--- config.mk ---
export PLATFORM = sky130hd
export DESIGN_NAME = collatz_top_k_ranker
export DESIGN_NICKNAME = d
export VERILOG_FILES = /design/src/rtl/ctk_pkg.sv /design/src/rtl/ctk_front.sv /design/src/rtl/ctk_collatz.sv /design/src/rtl/ctk_rank.sv /design/src/rtl/collatz_top_k_ranker.sv
export SDC_FILE = /design/constraint.sdc
export NUM_CORES = 2
export LEC_CHECK = 0
export BUFFER_PORTS_ARGS = -buffer_cell sky130_fd_sc_hd__buf_2
export CORE_UTILIZATION = 60
export CTS_BUF_LIST = sky130_fd_sc_hd__clkbuf_2
export DETAILED_ROUTE_END_ITERATION = 8
export PLACE_DENSITY_LB_ADDON = 0.05
export SLEW_MARGIN = 40
export SYNTH_ARGS = -nofsm -noshare
export SYNTH_HDL_FRONTEND = slang
export SYNTH_SLANG_ARGS = --single-unit
--- constraint.sdc ---
create_clock -name i_clk -period 12.94 [get_ports i_clk]
set_input_delay 0.647 -clock i_clk [delete_from_list [all_inputs] [get_ports i_clk]]
set_output_delay 0.647 -clock i_clk [all_outputs]
set_load 0.05 [all_outputs]
--- src/rtl/ctk_pkg.sv ---
// Package for the Collatz step ranker: shared types, constants and state codes.
package ctk_pkg;

    // Step counter saturation point.
    localparam logic [15:0] STEP_MAX = 16'hFFFF;

    // Odd values above this limit would overflow 64 bits in 3n+1.
    localparam logic [63:0] ODD_LIMIT = 64'h5555_5555_5555_5554;

    // Result kinds.
    localparam logic KIND_STEP  = 1'b0;
    localparam logic KIND_ENTRY = 1'b1;

    // One request as held in the front queue.
    typedef struct packed {
        logic [31:0] value;
        logic        final_item;
    } t_item;

    // Status of the step unit.
    typedef struct packed {
        logic        done;
        logic        ovf;
        logic [15:0] steps;
    } t_cz_res;

    // Command to the ranked list.
    typedef struct packed {
        logic        insert;
        logic        rotate;
        logic [31:0] value;
        logic [15:0] steps;
    } t_rk_cmd;

    // What the ranked list shows to the controller.
    typedef struct packed {
        logic [31:0] head_value;
        logic [15:0] head_steps;
        logic [15:0] tail_steps;
    } t_rk_view;

    // One result as held in the output register.
    typedef struct packed {
        logic        result_kind;
        logic [3:0]  rank_index;
        logic [31:0] entry_value;
        logic [15:0] step_count;
        logic        admitted;
        logic        overflow;
        logic        last_of_run;
    } t_result;

    // Back end controller states.
    typedef enum logic [1:0] {
        S_IDLE,
        S_RUN,
        S_ITEM,
        S_LIST
    } t_state;

endpackage

--- src/rtl/ctk_front.sv ---
// Front end: accepts requests, masks the start value and holds them in a two-entry queue.
module ctk_front
    import ctk_pkg::*;
#(
    parameter int VALUE_BITS = 32
) (
    input  logic        i_clk,
    input  logic        i_rst_n,
    input  logic        i_valid,
    output logic        o_ready,
    input  logic [31:0] i_start_value,
    input  logic        i_final_item,
    output logic        o_head_valid,
    output t_item       o_head,
    input  logic        i_pop
);

    localparam int QDepth   = 2;
    localparam int UseBits  = (VALUE_BITS < 32) ? VALUE_BITS : 32;
    localparam logic [31:0] ValueMask = 32'((64'd1 << UseBits) - 64'd1);

    t_item       r_item [QDepth];
    logic [0:0]  r_wr_ptr, n_wr_ptr;
    logic [0:0]  r_rd_ptr, n_rd_ptr;
    logic [1:0]  r_count,  n_count;
    logic        w_push;
    t_item       w_in;

    // Only the low value bits take part in the count.
    assign w_in.value      = i_start_value & ValueMask;
    assign w_in.final_item = i_final_item;

    assign o_ready      = (r_count != 2'(QDepth));
    assign w_push       = i_valid && o_ready;
    assign o_head_valid = (r_count != 2'd0);
    assign o_head       = r_item[r_rd_ptr];

    // Pointer and fill count update.
    always_comb begin
        n_wr_ptr = w_push ? r_wr_ptr + 1'b1 : r_wr_ptr;
        n_rd_ptr = i_pop  ? r_rd_ptr + 1'b1 : r_rd_ptr;
        n_count  = r_count;
        if (w_push && !i_pop) begin
            n_count = r_count + 2'd1;
        end else if (i_pop && !w_push) begin
            n_count = r_count - 2'd1;
        end
    end

    always_ff @(posedge i_clk) begin
        if (!i_rst_n) begin
            r_wr_ptr <= '0;
            r_rd_ptr <= '0;
            r_count  <= '0;
        end else begin
            r_wr_ptr <= n_wr_ptr;
            r_rd_ptr <= n_rd_ptr;
            r_count  <= n_count;
        end
    end

    // Queue storage needs no reset.
    always_ff @(posedge i_clk) begin
        if (w_push) begin
            r_item[r_wr_ptr] <= w_in;
        end
    end

endmodule

--- src/rtl/ctk_collatz.sv ---
// Iterative step unit: one Collatz step per cycle on a 64-bit working value.
module ctk_collatz
    import ctk_pkg::*;
(
    input  logic        i_clk,
    input  logic        i_rst_n,
    input  logic        i_start,
    input  logic [31:0] i_value,
    output t_cz_res     o_res
);

    logic        r_busy,  n_busy;
    logic [63:0] r_n,     n_n;
    logic [15:0] r_steps, n_steps;
    logic        w_stop;
    logic        w_ovf_hit;

    // The loop ends at one or below, or when the count saturates.
    assign w_stop    = (r_n <= 64'd1) || (r_steps == STEP_MAX);
    assign w_ovf_hit = r_n[0] && (r_n > ODD_LIMIT);

    assign o_res.done  = r_busy && (w_stop || w_ovf_hit);
    assign o_res.ovf   = w_ovf_hit && !w_stop;
    assign o_res.steps = r_steps;

    // Step: odd values become 3n+1, even values are halved.
    always_comb begin
        n_busy  = r_busy;
        n_n     = r_n;
        n_steps = r_steps;
        if (i_start) begin
            n_busy  = 1'b1;
            n_n     = {32'd0, i_value};
            n_steps = '0;
        end else if (r_busy) begin
            if (o_res.done) begin
                n_busy = 1'b0;
            end else begin
                n_n     = r_n[0] ? (r_n + {r_n[62:0], 1'b0} + 64'd1) : {1'b0, r_n[63:1]};
                n_steps = r_steps + 16'd1;
            end
        end
    end

    always_ff @(posedge i_clk) begin
        if (!i_rst_n) begin
            r_busy  <= 1'b0;
            r_n     <= '0;
            r_steps <= '0;
        end else begin
            r_busy  <= n_busy;
            r_n     <= n_n;
            r_steps <= n_steps;
        end
    end

endmodule

--- src/rtl/ctk_rank.sv ---
// Ranked list held as a row of cells: sorted insertion and rotation for read-out.
module ctk_rank
    import ctk_pkg::*;
#(
    parameter int LIST_SIZE = 10
) (
    input  logic     i_clk,
    input  logic     i_rst_n,
    input  t_rk_cmd  i_cmd,
    output t_rk_view o_view
);

    logic [31:0] r_val [LIST_SIZE];
    logic [15:0] r_stp [LIST_SIZE];
    logic [31:0] n_val [LIST_SIZE];
    logic [15:0] n_stp [LIST_SIZE];
    logic [LIST_SIZE-1:0] w_above;

    assign o_view.head_value = r_val[0];
    assign o_view.head_steps = r_stp[0];
    assign o_view.tail_steps = r_stp[LIST_SIZE-1];

    for (genvar g = 0; g < LIST_SIZE; g++) begin : g_cell
        localparam int Nx = (g + 1) % LIST_SIZE;
        logic [31:0] w_pv;
        logic [15:0] w_ps;
        logic        w_pa;

        // The new entry ranks above this cell on steps, then on value.
        assign w_above[g] = (i_cmd.steps > r_stp[g]) ||
                            ((i_cmd.steps == r_stp[g]) && (i_cmd.value > r_val[g]));

        // What the cell above offers when the list shifts down.
        if (g == 0) begin : g_top
            assign w_pv = i_cmd.value;
            assign w_ps = i_cmd.steps;
            assign w_pa = 1'b0;
        end else begin : g_rest
            assign w_pv = r_val[g-1];
            assign w_ps = r_stp[g-1];
            assign w_pa = w_above[g-1];
        end

        // The list is sorted, so cells below the insertion point take their upper neighbour.
        always_comb begin
            n_val[g] = r_val[g];
            n_stp[g] = r_stp[g];
            if (i_cmd.rotate) begin
                n_val[g] = r_val[Nx];
                n_stp[g] = r_stp[Nx];
            end else if (i_cmd.insert && w_above[g]) begin
                n_val[g] = w_pa ? w_pv : i_cmd.value;
                n_stp[g] = w_pa ? w_ps : i_cmd.steps;
            end
        end
    end

    always_ff @(posedge i_clk) begin
        if (!i_rst_n) begin
            for (int i = 0; i < LIST_SIZE; i++) begin
                r_val[i] <= '0;
                r_stp[i] <= '0;
            end
        end else begin
            r_val <= n_val;
            r_stp <= n_stp;
        end
    end

endmodule

--- src/rtl/collatz_top_k_ranker.sv ---
// Top level: each request is taken from the front queue, run through the step unit, and its
// step result is registered for output. The step unit does one step per cycle. The back end
// takes no new request until that result, and after a final request all LIST_SIZE ranked
// entries, have been sent; the two-entry front queue keeps taking requests meanwhile.
// Synchronous active-low reset empties the queue, stops the step unit and clears the list.
module collatz_top_k_ranker
    import ctk_pkg::*;
#(
    parameter int LIST_SIZE  = 10,
    parameter int VALUE_BITS = 32
) (
    input  logic        i_clk,
    input  logic        i_rst_n,
    input  logic        i_valid,
    output logic        o_ready,
    input  logic [31:0] i_start_value,
    input  logic        i_final_item,
    output logic        o_valid,
    input  logic        i_ready,
    output logic        o_result_kind,
    output logic [3:0]  o_rank_index,
    output logic [31:0] o_entry_value,
    output logic [15:0] o_step_count,
    output logic        o_admitted,
    output logic        o_overflow,
    output logic        o_last_of_run
);

    localparam int CntW = $clog2(LIST_SIZE + 1);

    t_state          r_state, n_state;
    logic [CntW-1:0] r_cnt,   n_cnt;
    logic            r_out_valid, n_out_valid;
    t_result         r_out,   n_out;
    logic [31:0]     r_value, n_value;
    logic            r_final, n_final;

    logic     w_q_valid;
    t_item    w_q_head;
    logic     w_pop;
    logic     w_cz_start;
    t_cz_res  w_cz;
    t_rk_cmd  w_rk_cmd;
    t_rk_view w_rk_view;
    logic     w_adm;

    ctk_front #(
        .VALUE_BITS (VALUE_BITS)
    ) u_front (
        .i_clk         (i_clk),
        .i_rst_n       (i_rst_n),
        .i_valid       (i_valid),
        .o_ready       (o_ready),
        .i_start_value (i_start_value),
        .i_final_item  (i_final_item),
        .o_head_valid  (w_q_valid),
        .o_head        (w_q_head),
        .i_pop         (w_pop)
    );

    ctk_collatz u_collatz (
        .i_clk   (i_clk),
        .i_rst_n (i_rst_n),
        .i_start (w_cz_start),
        .i_value (w_q_head.value),
        .o_res   (w_cz)
    );

    ctk_rank #(
        .LIST_SIZE (LIST_SIZE)
    ) u_rank (
        .i_clk   (i_clk),
        .i_rst_n (i_rst_n),
        .i_cmd   (w_rk_cmd),
        .o_view  (w_rk_view)
    );

    assign w_adm = !w_cz.ovf && (w_cz.steps > w_rk_view.tail_steps);

    // Back end control: start a count, rank its result, then send the results.
    always_comb begin
        n_state     = r_state;
        n_cnt       = r_cnt;
        n_out_valid = r_out_valid;
        n_out       = r_out;
        n_value     = r_value;
        n_final     = r_final;
        w_pop       = 1'b0;
        w_cz_start  = 1'b0;
        w_rk_cmd    = '0;
        unique case (r_state)
            S_IDLE: begin
                if (w_q_valid) begin
                    w_pop      = 1'b1;
                    w_cz_start = 1'b1;
                    n_value    = w_q_head.value;
                    n_final    = w_q_head.final_item;
                    n_state    = S_RUN;
                end
            end
            S_RUN: begin
                if (w_cz.done) begin
                    w_rk_cmd.insert   = w_adm;
                    w_rk_cmd.value    = r_value;
                    w_rk_cmd.steps    = w_cz.steps;
                    n_out.result_kind = KIND_STEP;
                    n_out.rank_index  = '0;
                    n_out.entry_value = r_value;
                    n_out.step_count  = w_cz.steps;
                    n_out.admitted    = w_adm;
                    n_out.overflow    = w_cz.ovf;
                    n_out.last_of_run = !r_final;
                    n_out_valid       = 1'b1;
                    n_state           = S_ITEM;
                end
            end
            S_ITEM: begin
                if (i_ready) begin
                    if (r_final) begin
                        // Head of the list goes out first; rotating brings up the next.
                        w_rk_cmd.rotate   = 1'b1;
                        n_out.result_kind = KIND_ENTRY;
                        n_out.rank_index  = '0;
                        n_out.entry_value = w_rk_view.head_value;
                        n_out.step_count  = w_rk_view.head_steps;
                        n_out.admitted    = 1'b0;
                        n_out.overflow    = 1'b0;
                        n_out.last_of_run = (LIST_SIZE == 1);
                        n_cnt             = CntW'(1);
                        n_state           = S_LIST;
                    end else begin
                        n_out_valid = 1'b0;
                        n_state     = S_IDLE;
                    end
                end
            end
            S_LIST: begin
                if (i_ready) begin
                    if (r_cnt == CntW'(LIST_SIZE)) begin
                        n_out_valid = 1'b0;
                        n_state     = S_IDLE;
                    end else begin
                        w_rk_cmd.rotate   = 1'b1;
                        n_out.result_kind = KIND_ENTRY;
                        n_out.rank_index  = 4'(r_cnt);
                        n_out.entry_value = w_rk_view.head_value;
                        n_out.step_count  = w_rk_view.head_steps;
                        n_out.admitted    = 1'b0;
                        n_out.overflow    = 1'b0;
                        n_out.last_of_run = (r_cnt == CntW'(LIST_SIZE - 1));
                        n_cnt             = r_cnt + CntW'(1);
                    end
                end
            end
            default: begin
                n_state = S_IDLE;
            end
        endcase
    end

    always_ff @(posedge i_clk) begin
        if (!i_rst_n) begin
            r_state     <= S_IDLE;
            r_cnt       <= '0;
            r_out_valid <= 1'b0;
        end else begin
            r_state     <= n_state;
            r_cnt       <= n_cnt;
            r_out_valid <= n_out_valid;
        end
    end

    // Payload registers need no reset.
    always_ff @(posedge i_clk) begin
        r_out   <= n_out;
        r_value <= n_value;
        r_final <= n_final;
    end

    assign o_valid       = r_out_valid;
    assign o_result_kind = r_out.result_kind;
    assign o_rank_index  = r_out.rank_index;
    assign o_entry_value = r_out.entry_value;
    assign o_step_count  = r_out.step_count;
    assign o_admitted    = r_out.admitted;
    assign o_overflow    = r_out.overflow;
    assign o_last_of_run = r_out.last_of_run;

    // A result is only shown while the controller is in a sending state.
    a_out_state: assert property (@(posedge i_clk) disable iff (!i_rst_n)
        o_valid |-> (r_state == S_ITEM || r_state == S_LIST))
        else $error("result shown outside a sending state");

    // The step unit finishes only while the controller waits for it.
    a_done_state: assert property (@(posedge i_clk) disable iff (!i_rst_n)
        w_cz.done |-> (r_state == S_RUN))
        else $error("step unit finished while not awaited");

    // An admitted request never overflowed and is always a step result.
    a_adm_clean: assert property (@(posedge i_clk) disable iff (!i_rst_n)
        (o_valid && o_admitted) |-> (!o_overflow && o_result_kind == KIND_STEP))
        else $error("admitted flag on an overflowed or list result");

    // A list entry follows only a step result or another list entry.
    a_list_order: assert property (@(posedge i_clk) disable iff (!i_rst_n)
        $rose(r_state == S_LIST) |-> $past(r_state == S_ITEM && r_final))
        else $error("list read-out started without a final request");

endmodule

==> metrics.txt <==
antenna violations before repair=6; Max Fclk=127 MHz; Worst Path Arrival=9.29 ns; top cell type's share of synthesized area=0.219; number of distinct library cells after synthesis=89; DIE AREA=88,600 um2; Slew Limit Fails=0; Mapped Nets=6,931; hold slack=0.140 ns; IO Pins=95; endpoint class of the critical path=register; Leak=0.0222 uW; multi-input combinational cell area=32,600 um2; Syn. warnings=0; vias in the first global route=46,900; area occupied by registers=16,100 um2; first-pass GRT wire length=277,000 um; maximum VDD drop=0.000907 V; DP Wirelength=128,000 um; Post-Syn Area=52,500 um2; run status=completed; Main synth FF type=dfxtp_1; skew final=0.111 ns; first drt pass iteration count=8; DRT iter0 DRCs=5,879; CP startpoint kind=register; Commonest cells post-synth=ha_1 (636), inv_1 (610), dfxtp_1 (573), nand3_1 (492), a21oi_1 (488); Hold Crit Class=input port to register; layout cells sized above 1=0.108; Final period util=0.608; worst skew pair latency=1.62 ns; final core occ=0.653; adder-cell share of the synthesized area=0.152; Synth area leader=dfxtp_1; Setup WS post-layout=5.07 ns; per-cell routed wire length=23.8 um; via count=49,900; Final Hold Fails=0; PwrDens=184 nW/um2; Worst-path clk slew=0.12 ns; number of remaining DRC errors=0; worst-margin pin slew=1.10 ns; clk sinks=728; total track usage=0.397; Final setup viols=0; Detail Route Antenna Nets=0; Avg Cell Area, Syn=8.39 um2; Clock Path Buffers=3; post-synthesis xor/xnor area fraction=0.0120; gpl congestion=1.04; CTS Buf Count=199; Seq cells post-synth=728; Seq/Total Area, Yosys=0.307; CORE AREA=86,800 um2; critical path peak fanout=29; Mapped Cells=6,257; # fillers=7,622; Critical Path RT=14.36 ns; Max Cap Viol=0; nets=6,935; crit path time final=7.87 ns; row count=108; chip height=298 um; pre-CTS setup slack=5.25 ns; main combinational cell family by area after synthesis=compound AO/OA/AOI/OAI gates; CTS Root Cell=clkbuf_2; total grt overflow=0; synth-to-layout area growth=8.05%; synth top area cells=dfxtp_1 (22%), ha_1 (15%), edfxtp_1 (8.9%); overall die width=298 um; Slew HR=0.268; CTS resizes=0; pin count of the biggest net entering global routing=175; initial core utilization=0.605; setup_tns=0 ns; H-tree depth=4; placed cells=7,142; CTS tree=yes; final wirelength=181,000 um; fraction of registers with async set/reset=0; mux cell area share after synthesis=0.0652; Final Non-Filler Cells=7,591; port bufs=94; vias per std cell=6.57; Simple-Gate Fraction of Synth Area=0.144; most numerous cell in the Yosys netlist=ha_1; Post-synth EDFFs=155; Synth Area in Compound Gates=0.238; RSZ-0062 raised after global routing=no; crit path kind=register to register
logic make-up (layout without fill, tap and decap cells):
family,count (synthesis),count (layout)
xor gates and xnor gates,72,72
and+or+nand+nor,1547,1547
DFF,728,728
buffers and inverters,1092,1260
other,0,11
muxes,337,337
adders and majority gates,637,637
AOI/OAI and AO/OA,1844,1844
worst max-delay path: stages (launching register included):
cell and delay [ns]:
dfxtp_1 0.45, inv_1 0.11, ha_1 0.20, nor2b_1 0.13
o21ai_0 0.15, a21oi_1 0.11, o31ai_1 0.63, a31oi_1 0.25
o21ai_4 0.18, buf_4 0.42, buf_4 0.59, a21oi_2 0.34
and2_1 0.26, buf_4 0.21, ha_1 0.33, a21o_1 0.18
a21o_1 0.17, a211o_1 0.29, a211oi_1 0.20, o21ai_0 0.12
a311oi_1 0.30, a21o_2 0.69, buf_4 0.51, inv_1 0.43
a32oi_1 0.33, a21oi_1 0.10
layout by cell type (no fill, tap or decap), types with 57 or more instances in the layout:
cell type	synthesis	routed
o221ai_1	228	228
buf_2	114	93
nor2b_1	57	57
a21oi_1	488	485
nand3_1	492	489
nor3_1	131	130
buf_4	6	98
dlygate4sd3_1	0	71
o21ai_0	318	316
inv_1	610	608
a21o_1	171	169
o211ai_1	63	63
nor2_1	287	286
dfxtp_1	573	571
edfxtp_1	155	155
ha_1	636	636
nand4_1	151	151
a211oi_1	168	127
mux2i_1	299	299
clkbuf_2	0	301
nand2_1	291	285
metal layers:
layer  GRT usage  up-vias  share of wire
li1            -    23200              -
met1       0.560    23800           0.44
met2       0.577     2514           0.42
met3      0.0845      412           0.10
met4       0.182        2          0.043
met5           0        -       0.000066
worst paths after layout:
check | cells after the start | slack, ns | endpoint | start
hold reg to reg | 2 | 0.49 | u_rank.g_cell[4].w_pv[21]$_SDFFE_PN0P_ | u_rank.g_cell[4].w_pv[21]$_SDFFE_PN0P_
setup reg to reg | 25 | 5.07 | u_rank.g_cell[3].w_pv[11]$_SDFFE_PN0P_ | u_collatz.r_n[5]$_SDFFE_PN0P_
setup / recovery | 25 | 5.07 | u_rank.g_cell[3].w_pv[11]$_SDFFE_PN0P_ | u_collatz.r_n[5]$_SDFFE_PN0P_
hold / removal | 5 | 0.14 | u_front.r_wr_ptr$_SDFFE_PN0P_ | i_valid
state kept, by name, summed over array words and instances, names as in the netlist, 32 cells and up, named ones only:
signal / cells
u_rank.r_val: 32
u_rank.g_cell.w_pv: 288
u_front.r_item: 66
u_rank.g_cell.w_ps: 144
r_value: 32
o_entry_value: 32
u_collatz.r_n: 63
stage by stage:
stage | cell area [um2] | total power (uW)
CTS | 56600 | 10300
global route | 56700 | 10900
floorplan | 52500 | 6880
finish | 56700 | 10400
global placement | 53800 | 8400
detailed placement | 53900 | 8460
layout make-up:
cell class                 count  share of cell area
clock buffer                 301              0.0266
antenna                       11            0.000486
clock inverter                64             0.00832
inverter                     612              0.0406
multi-input combinational   4437               0.575
tap                         1155              0.0255
timing repair buffer         283              0.0388
sequential                   728               0.285
where the power goes:
group | switching (uW) | internal [uW]
logic | 3850 | 1950
clock network | 1090 | 783
registers | 187 | 2560
timing repair:
item                                   4_1_cts  5_1_grt
hold buffers                                71        0
endpoints found under the hold margin      297        0
setup buffers                                0        0
Note: power is estimated with default switching activity, not from simulation.
